$ cat src/rtl/rsu_pkg.sv
// Shared types and constants for the running statistics block.
`default_nettype none
package rsu_pkg;

  localparam int COUNT_WIDTH_DEF  = 32;
  localparam int SAMPLE_WIDTH_DEF = 16;
  localparam int FRAC_BITS_DEF    = 16;

  // width of every exact intermediate
  localparam int WIDE_W = 128;

  typedef enum logic [1:0] {
    ALU_MUL  = 2'd0,
    ALU_DIV  = 2'd1,
    ALU_SQRT = 2'd2
  } alu_op_t;

  typedef struct packed {
    logic    start;
    alu_op_t op;
  } alu_req_t;

  localparam logic [1:0] CFG_SEED_COUNT     = 2'd0;
  localparam logic [1:0] CFG_SEED_MEAN      = 2'd1;
  localparam logic [1:0] CFG_SEED_HARMONIC  = 2'd2;
  localparam logic [1:0] CFG_SEED_DEVIATION = 2'd3;

  localparam logic [1:0] STAT_OK   = 2'd0;
  localparam logic [1:0] STAT_HELD = 2'd1;
  localparam logic [1:0] STAT_SAT  = 2'd2;

endpackage
`default_nettype wire

$ cat src/rtl/rsu_alu.sv
// Shared bit-serial unit: shift-add multiply, restoring divide, digit square root.
`default_nettype none
module rsu_alu #(
  parameter int MUL_STEPS = 34
) (
  input  wire logic                          clk,
  input  wire logic                          rst_n,
  input  wire rsu_pkg::alu_req_t             req,
  input  wire logic [rsu_pkg::WIDE_W-1:0]    a,
  input  wire logic [rsu_pkg::WIDE_W-1:0]    b,
  output logic      [rsu_pkg::WIDE_W-1:0]    res,
  output logic                               done
);
  localparam int W    = rsu_pkg::WIDE_W;
  localparam int CNTW = $clog2(W + 1);

  logic [W-1:0]    x_r, y_r, q_r, res_r;
  logic [W:0]      acc_r;
  logic [CNTW-1:0] cnt_r;
  rsu_pkg::alu_op_t op_r;
  logic            busy_r, done_r;

  logic [W:0] rem_div, rem_sq, trial_sq;

  assign rem_div  = {acc_r[W-1:0], x_r[W-1]};
  assign rem_sq   = {acc_r[W-2:0], x_r[W-1:W-2]};
  assign trial_sq = {q_r[W-2:0], 2'b01};

  always_ff @(posedge clk) begin
    if (!rst_n) begin
      busy_r <= 1'b0;
      done_r <= 1'b0;
    end else begin
      done_r <= !req.start && busy_r && (cnt_r == '0);
      if (req.start) begin
        busy_r <= 1'b1;
        op_r   <= req.op;
        y_r    <= b;
        acc_r  <= '0;
        q_r    <= '0;
        case (req.op)
          rsu_pkg::ALU_SQRT: begin
            x_r   <= {a[W/2-1:0], {(W/2){1'b0}}};
            cnt_r <= CNTW'(W / 4);
          end
          rsu_pkg::ALU_DIV: begin
            x_r   <= a;
            cnt_r <= CNTW'(W);
          end
          default: begin
            x_r   <= a;
            cnt_r <= CNTW'(MUL_STEPS);
          end
        endcase
      end else if (busy_r && cnt_r != '0) begin
        cnt_r <= cnt_r - 1'b1;
        case (op_r)
          rsu_pkg::ALU_DIV: begin
            x_r <= x_r << 1;
            if (rem_div >= {1'b0, y_r}) begin
              acc_r <= rem_div - {1'b0, y_r};
              q_r   <= {q_r[W-2:0], 1'b1};
            end else begin
              acc_r <= rem_div;
              q_r   <= {q_r[W-2:0], 1'b0};
            end
          end
          rsu_pkg::ALU_SQRT: begin
            x_r <= x_r << 2;
            if (rem_sq >= trial_sq) begin
              acc_r <= rem_sq - trial_sq;
              q_r   <= {q_r[W-2:0], 1'b1};
            end else begin
              acc_r <= rem_sq;
              q_r   <= {q_r[W-2:0], 1'b0};
            end
          end
          default: begin
            if (y_r[0]) acc_r <= {1'b0, acc_r[W-1:0] + x_r};
            x_r <= x_r << 1;
            y_r <= y_r >> 1;
          end
        endcase
      end else if (busy_r) begin
        // round the quotient or root, then hand back
        busy_r <= 1'b0;
        case (op_r)
          rsu_pkg::ALU_DIV:
            res_r <= q_r + W'(acc_r[W-1:0] >= y_r - acc_r[W-1:0]);
          rsu_pkg::ALU_SQRT:
            res_r <= q_r + W'(acc_r > {1'b0, q_r});
          default:
            res_r <= acc_r[W-1:0];
        endcase
      end
    end
  end

  assign res  = res_r;
  assign done = done_r;
endmodule
`default_nettype wire

$ cat config.mk
export PLATFORM = sky130hd
export DESIGN_NAME = rsu_alu
export DESIGN_NICKNAME = d
export VERILOG_FILES = /design/src/rtl/rsu_pkg.sv /design/src/rtl/rsu_alu.sv
export SDC_FILE = /design/constraint.sdc
export NUM_CORES = 2
export LEC_CHECK = 0
export BUFFER_PORTS_ARGS = -buffer_cell sky130_fd_sc_hd__clkbuf_2
export CAP_MARGIN = 30
export CORE_ASPECT_RATIO = 0.8
export CORE_MARGIN = 4
export CORE_UTILIZATION = 40
export DETAILED_ROUTE_END_ITERATION = 6
export SYNTH_ARGS = -nofsm -noshare
export SYNTH_HDL_FRONTEND = slang
export SYNTH_SLANG_ARGS = --single-unit
export TNS_END_PERCENT = 50
$ cat constraint.sdc
create_clock -name clk -period 16.01 [get_ports clk]
set_input_delay 2.4015 -clock clk [delete_from_list [all_inputs] [get_ports clk]]
set_output_delay 2.4015 -clock clk [all_outputs]
set_load 0.005 [all_outputs]
======== Yosys cells after proc, flatten, opt, wreduce, memory -nomap -nowiden ========
Index checks and enable logic that the tools add are counted.
storage, ports and cells
  register bits ........................... 653
  bits of input ports ..................... 261
  output and inout port bits .............. 129
  logic and storage cells ................. 66
operators by class
  $add $sub $neg .......................... 7
  $lt $le $gt $ge ......................... 4
  eq/ne operators ......................... 6
  mux-type cells .......................... 22
  bitwise operators ....................... 2
  reductions and logical operators ........ 16
operator list
  cell                                                                 number
  128-bit two-way mux                                                  8
  129-bit two-way mux                                                  4
  128-bit one-hot mux with 2 select lines                              2
  129-bit one-hot mux with 2 select lines                              1
  128-bit by 1-bit adder with 128-bit output                           2
  129-bit by 128-bit >= comparator with 1-bit output                   1
  129-bit >= comparator                                                1
  129-bit by 128-bit > comparator with 1-bit output                    1
  129-bit by 128-bit subtractor with 129-bit output                    1
  129-bit subtractor                                                   1
  128-bit adder                                                        1
  128-bit >= comparator                                                1
  128-bit subtractor                                                   1
  8-bit two-way mux                                                    2
  8-bit one-hot mux with 2 select lines                                1
  3-bit AND reduction                                                  3
  8-bit logical NOT                                                    1
  8-bit nonzero test                                                   1
  8-bit by 1-bit subtractor with 8-bit output (second input constant)  1
  2-bit by 1-bit == test with 1-bit output (second input constant)     2
  2-bit == test (second input constant)                                2
  1-bit two-way mux                                                    4
  2-bit AND reduction                                                  2
  4-bit AND reduction                                                  1
  9 further kinds                                                      12

======== Depth between registers and ports, before layout ========
  word-level depth ........................ 5
  depth in mapped cells ................... 44
  mapped depth without buffers ............ 43

======== Worst setup path before layout ========
No wires, ideal clock.
  kind .................................... input to register
  from .................................... input req[2] (netlist bit)
  to ...................................... register acc_r[0], enable pin
  setup time .............................. 0.813 ns
  data arrival time ....................... 14.440 ns
  data required time ...................... 15.197 ns
  slack ................................... 0.757 ns
  cell stages on the path ................. 5
  buffers on the path ..................... 2
  cells stage by stage .................... clkbuf_1 > clkbuf_1 > and2_1 > a31o_2 > a21boi_0
on the way
  cells in the longest elaborated chain, start to end .. 2
  elaborated cells between the ends (all ways) .. 3
  those cells by class .................... reduce/logical (3)
RTL lines
  what                                                                              line           text
  start: declaration                                                                rsu_alu.sv:8   input wire rsu_pkg::alu_req_t req,
  4-bit nonzero test (no source line) / 2-bit nonzero test (equally long branches)  --
  3-bit AND reduction (no source line) (*)                                          --
  end signal: assignment                                                            rsu_alu.sv:61  acc_r <= rem_div - {1'b0, y_r};
  end signal: assignment                                                            rsu_alu.sv:64  acc_r <= rem_div;
  end signal: assignment                                                            rsu_alu.sv:71  acc_r <= rem_sq - trial_sq;
  end: declaration                                                                  rsu_alu.sv:18  logic [W:0] acc_r;
Every way passes the cells marked *; elsewhere a longest branch is shown, timed or not.
A chain may end at the register's enable or synchronous reset.

======== Worst setup path after layout ========
  from .................................... register acc_r[0]
  to ...................................... register res_r[125] (netlist: res[125]), data pin
on the way
  cells in the longest elaborated chain, start to end .. 4
  elaborated cells between the ends (all ways) .. 6
  those cells by class .................... add/sub (3); order compare (2); mux (1)
RTL lines
  what                                         line           text
  128-bit subtractor                           rsu_alu.sv:89  res_r <= q_r + W'(acc_r[W-1:0] >= y_r - acc_r[W-1:0]);
  128-bit >= comparator                        rsu_alu.sv:89
  128-bit by 1-bit adder with 128-bit output   rsu_alu.sv:89
  128-bit one-hot mux with 2 select lines (*)  rsu_alu.sv:87  case (op_r)
  end signal: assignment                       rsu_alu.sv:89
  end signal: assignment                       rsu_alu.sv:91  res_r <= q_r + W'(acc_r > {1'b0, q_r});
  end signal: assignment                       rsu_alu.sv:93  res_r <= acc_r[W-1:0];
  end: declaration                             rsu_alu.sv:17  logic [W-1:0] x_r, y_r, q_r, res_r;
Marked as above.

==> results.json <==
{
  "yosysWarningCount": 0,
  "syn_to_final_growth_pct": 9.85,
  "drv.max_cap_violation_count": 0,
  "clock_sink_count": 653,
  "max_slew_margin": 0.240,
  "grt_overflow_total": 0,
  "timing_max_transition_violations_final": 0,
  "drtAntennaViolNets": 0,
  "finalWirelength_um": 353000,
  "num_io_pins": 390,
  "dp_hpwl_um": 289000,
  "fp.dieH_um": 387,
  "slowest_delay_ps": 950,
  "groute.usage.overall": 0.362,
  "drcViolationCount": 0,
  "ys.flop_type": "sky130_fd_sc_hd__edfxtp_1",
  "setup.worst_path.class": "flip-flop to flip-flop",
  "reg2regPathDepth": 39,
  "synth.top_cells.by_area": "sky130_fd_sc_hd__edfxtp_1 27%, sky130_fd_sc_hd__ha_1 11%, sky130_fd_sc_hd__a21oi_1 6.3%",
  "ys_async_sr_fraction": 0,
  "tns_ps": 0,
  "initial_core_util": 0.404,
  "synthDistinctLibCells": 120,
  "ys_seq_elements": 653,
  "crit_cells": 39,
  "synth.cell_area_sq_mm": 0.0717,
  "clock_latency_ps": 770,
  "initialDrtViolationCount": 11100,
  "postLayoutCoreUtil": 0.444,
  "drtPass1Iterations": 6,
  "area_share_of_the_largest_cell_type_after_synthesis": 0.273,
  "yosysTopAreaCell": "sky130_fd_sc_hd__edfxtp_1",
  "clock_pin_slew_of_the_registers_on_the_worst_case_setup_and_hold_paths_ps": 60,
  "min_path_cells": 2,
  "leakagePower_nw": 31.9,
  "count_of_standard_cell_rows": 138,
  "min_path_type": "flip-flop to flip-flop",
  "crit_family": "simple AND/OR/NAND/NOR gates",
  "final_common_cell": "sky130_fd_sc_hd__nand2_1",
  "path_buf_inv": 5,
  "via_count": 74600,
  "portBuffers": 389,
  "layout_min_cycle_time_ps": 13170,
  "antenna_found_initial": 29,
  "htreeDepth": 3,
  "netlist_instances": 9067,
  "postSynthAreaPerCell_sq_um": 7.91,
  "final-setup-viol-count": 0,
  "first_global_vias": 67400,
  "drive_gt1_frac": 0.0894,
  "r2r_slack_ps": 2840,
  "floorplan.die_area_sq_mm": 0.186,
  "cpMaxStageDelayCell": "sky130_fd_sc_hd__o31ai_2",
  "design.core.area_sq_mm": 0.178,
  "drt-vias-per-instance": 6.42,
  "cts_setup_buffers": 0,
  "cp-startpoint": "acc_r[0]",
  "timing.critical_path.required_ps": 16470,
  "finalHoldViolCount": 0,
  "worst-path-max-fanout": 10,
  "worstSetupEndpoint": "res[125]",
  "numCtsBuffers": 83,
  "end_kind": "flip-flop",
  "maximum_ir_drop_on_the_vdd_rail_v": 0.0000838,
  "synth-seq-area-share": 0.273,
  "die-width_um": 481,
  "clock_skew_ps": 40.6,
  "worst_pin_slew_ps": 1110,
  "critical_path_arrival_ps": 13630,
  "global_route_wire_length_before_repair_um": 495000,
  "postCtsResizedCells": 0,
  "synth-edff-count": 651,
  "crit_start_category": "flip-flop",
  "cts_buffer_depth": 3,
  "syn_nets": 9982,
  "highest_count_cells_in_the_layout_ignoring_fill_and_taps": "1,071 x sky130_fd_sc_hd__nand2_1, 903 x sky130_fd_sc_hd__a21oi_1, 748 x sky130_fd_sc_hd__o21ai_0",
  "grt_max_degree": 148,
  "cts_root_buf": "sky130_fd_sc_hd__clkbuf_16",
  "final_net_count": 10100,
  "regToRegEndpoint": "res[125]",
  "detail_route.wl_per_cell_um": 30.4,
  "cts_tree": "built",
  "rsz_0062_raised_after_global_routing": "no",
  "r2r_start": "acc_r[0]",
  "globalplace.congestion": 1.07,
  "outcome": "finished, final reports clean",
  "powerDensity_mw_per_mm2": 120,
  "achievable-frequency_mhz": 75.9,
  "final.fill_count": 18200,
  "fin_crit_sh": 0.823,
  "cts_hold_buffers": 0
}
[per-stage QoR]
stage                     cells  power [mW]  setup slack, ps  cell area, sq um  hold slack [ps]
after floorplan            9067        5.46              757             71700              452
after global placement    11500        7.18             2960             75700              503
after detailed placement  11500        7.18             2810             75800              523
after CTS                 11600        9.26             2730             78600              535
after global routing      11600        9.86             2530             78700              550
final                     11600        9.45             2840             78700              528
[state kept, by name (all words and copies together), names as in the netlist]
| register | cells |
|---|---|
| acc_r | 129 |
| q_r | 128 |
| res | 128 |
| x_r | 128 |
| y_r | 128 |
| cnt_r | 8 |
| op_r | 2 |
| busy_r | 1 |
| done | 1 |
[worst min path at each step]
stage | end | start | slack, ps
after global routing | done | busy_r | 550
final | done | busy_r | 530
after CTS | done | busy_r | 530
after global placement | done | busy_r | 500
after floorplan | done | busy_r | 450
after detailed placement | done | busy_r | 520
[cell type report]
cell class / instances / area [sq um] / area share
inverter: 557 / 2090 / 0.0266
clock inverter: 55 / 642 / 0.00815
antenna: 6 / 15.0 / 0.000191
multi-input combinational: 7323 / 48000 / 0.610
sequential: 653 / 19600 / 0.249
tap: 2380 / 2980 / 0.0378
clock buffer: 97 / 2160 / 0.0274
timing repair buffer: 559 / 3270 / 0.0416
[layer usage]
layer | vias up | track usage | share of wire
met4 | 10 | 0.120 | 0.040
met5 | - | 0 | 0.00019
met1 | 36200 | 0.543 | 0.45
met3 | 480 | 0.0926 | 0.12
li1 | 33600 | - | -
met2 | 4322 | 0.496 | 0.39
[cell usage after synthesis (24+ instances only)]
library cell               number
sky130_fd_sc_hd__inv_1        556
sky130_fd_sc_hd__nand2b_1      61
sky130_fd_sc_hd__and2_1        38
sky130_fd_sc_hd__a221oi_1     136
sky130_fd_sc_hd__o21a_1        73
sky130_fd_sc_hd__a211oi_1     188
sky130_fd_sc_hd__nor2_1       615
sky130_fd_sc_hd__nor4_1        55
sky130_fd_sc_hd__ha_1         651
sky130_fd_sc_hd__a21o_1       341
sky130_fd_sc_hd__edfxtp_1     651
sky130_fd_sc_hd__buf_2         88
sky130_fd_sc_hd__o211ai_1      30
sky130_fd_sc_hd__clkbuf_1     420
sky130_fd_sc_hd__nand4_1      288
sky130_fd_sc_hd__xnor2_1      410
sky130_fd_sc_hd__nand2_1     1071
sky130_fd_sc_hd__a221o_1       25
sky130_fd_sc_hd__nand3_1      147
sky130_fd_sc_hd__nor2b_1      125
sky130_fd_sc_hd__mux2i_1      144
sky130_fd_sc_hd__o31ai_1       60
sky130_fd_sc_hd__and4_1        24
sky130_fd_sc_hd__a21boi_0      36
sky130_fd_sc_hd__or3_1         40
sky130_fd_sc_hd__a21oi_1      903
sky130_fd_sc_hd__a22oi_1       27
sky130_fd_sc_hd__o21ai_0      748
sky130_fd_sc_hd__o21ai_1      150
sky130_fd_sc_hd__a31oi_1       52
sky130_fd_sc_hd__o21bai_1     154
sky130_fd_sc_hd__nor3_1       140
sky130_fd_sc_hd__and3_1        58
sky130_fd_sc_hd__xor2_1       200
[cells by family (layout without fill, tap and decap cells)]
| kind of cell | Yosys count | after routing | share of synthesized area |
|---|---|---|---|
| other | 0 | 6 | 0 |
| adders and majority gates | 654 | 654 | 0.114 |
| AOI/OAI and AO/OA | 3156 | 3156 | 0.278 |
| buffers and inverters | 1091 | 1268 | 0.0592 |
| muxes | 152 | 152 | 0.0214 |
| and+or+nand+nor | 2751 | 2751 | 0.180 |
| DFF | 653 | 653 | 0.273 |
| xor gates and xnor gates | 610 | 610 | 0.0745 |
[power breakdown]
group,switching [mW],leakage (nW),total [mW],internal [mW]
clock network,0.905,1.35,2.06,1.15
registers,0.197,6.25,2.29,2.09
logic,3.42,24.3,5.11,1.69
total,4.52,31.9,9.45,4.93
[worst min-delay path, cell delays in order (launching register included)]
cell and delay (ps):
sky130_fd_sc_hd__dfxtp_1 320, sky130_fd_sc_hd__nand2_1 100, sky130_fd_sc_hd__nor3_1 50
Power figures use the tool's default switching activity.
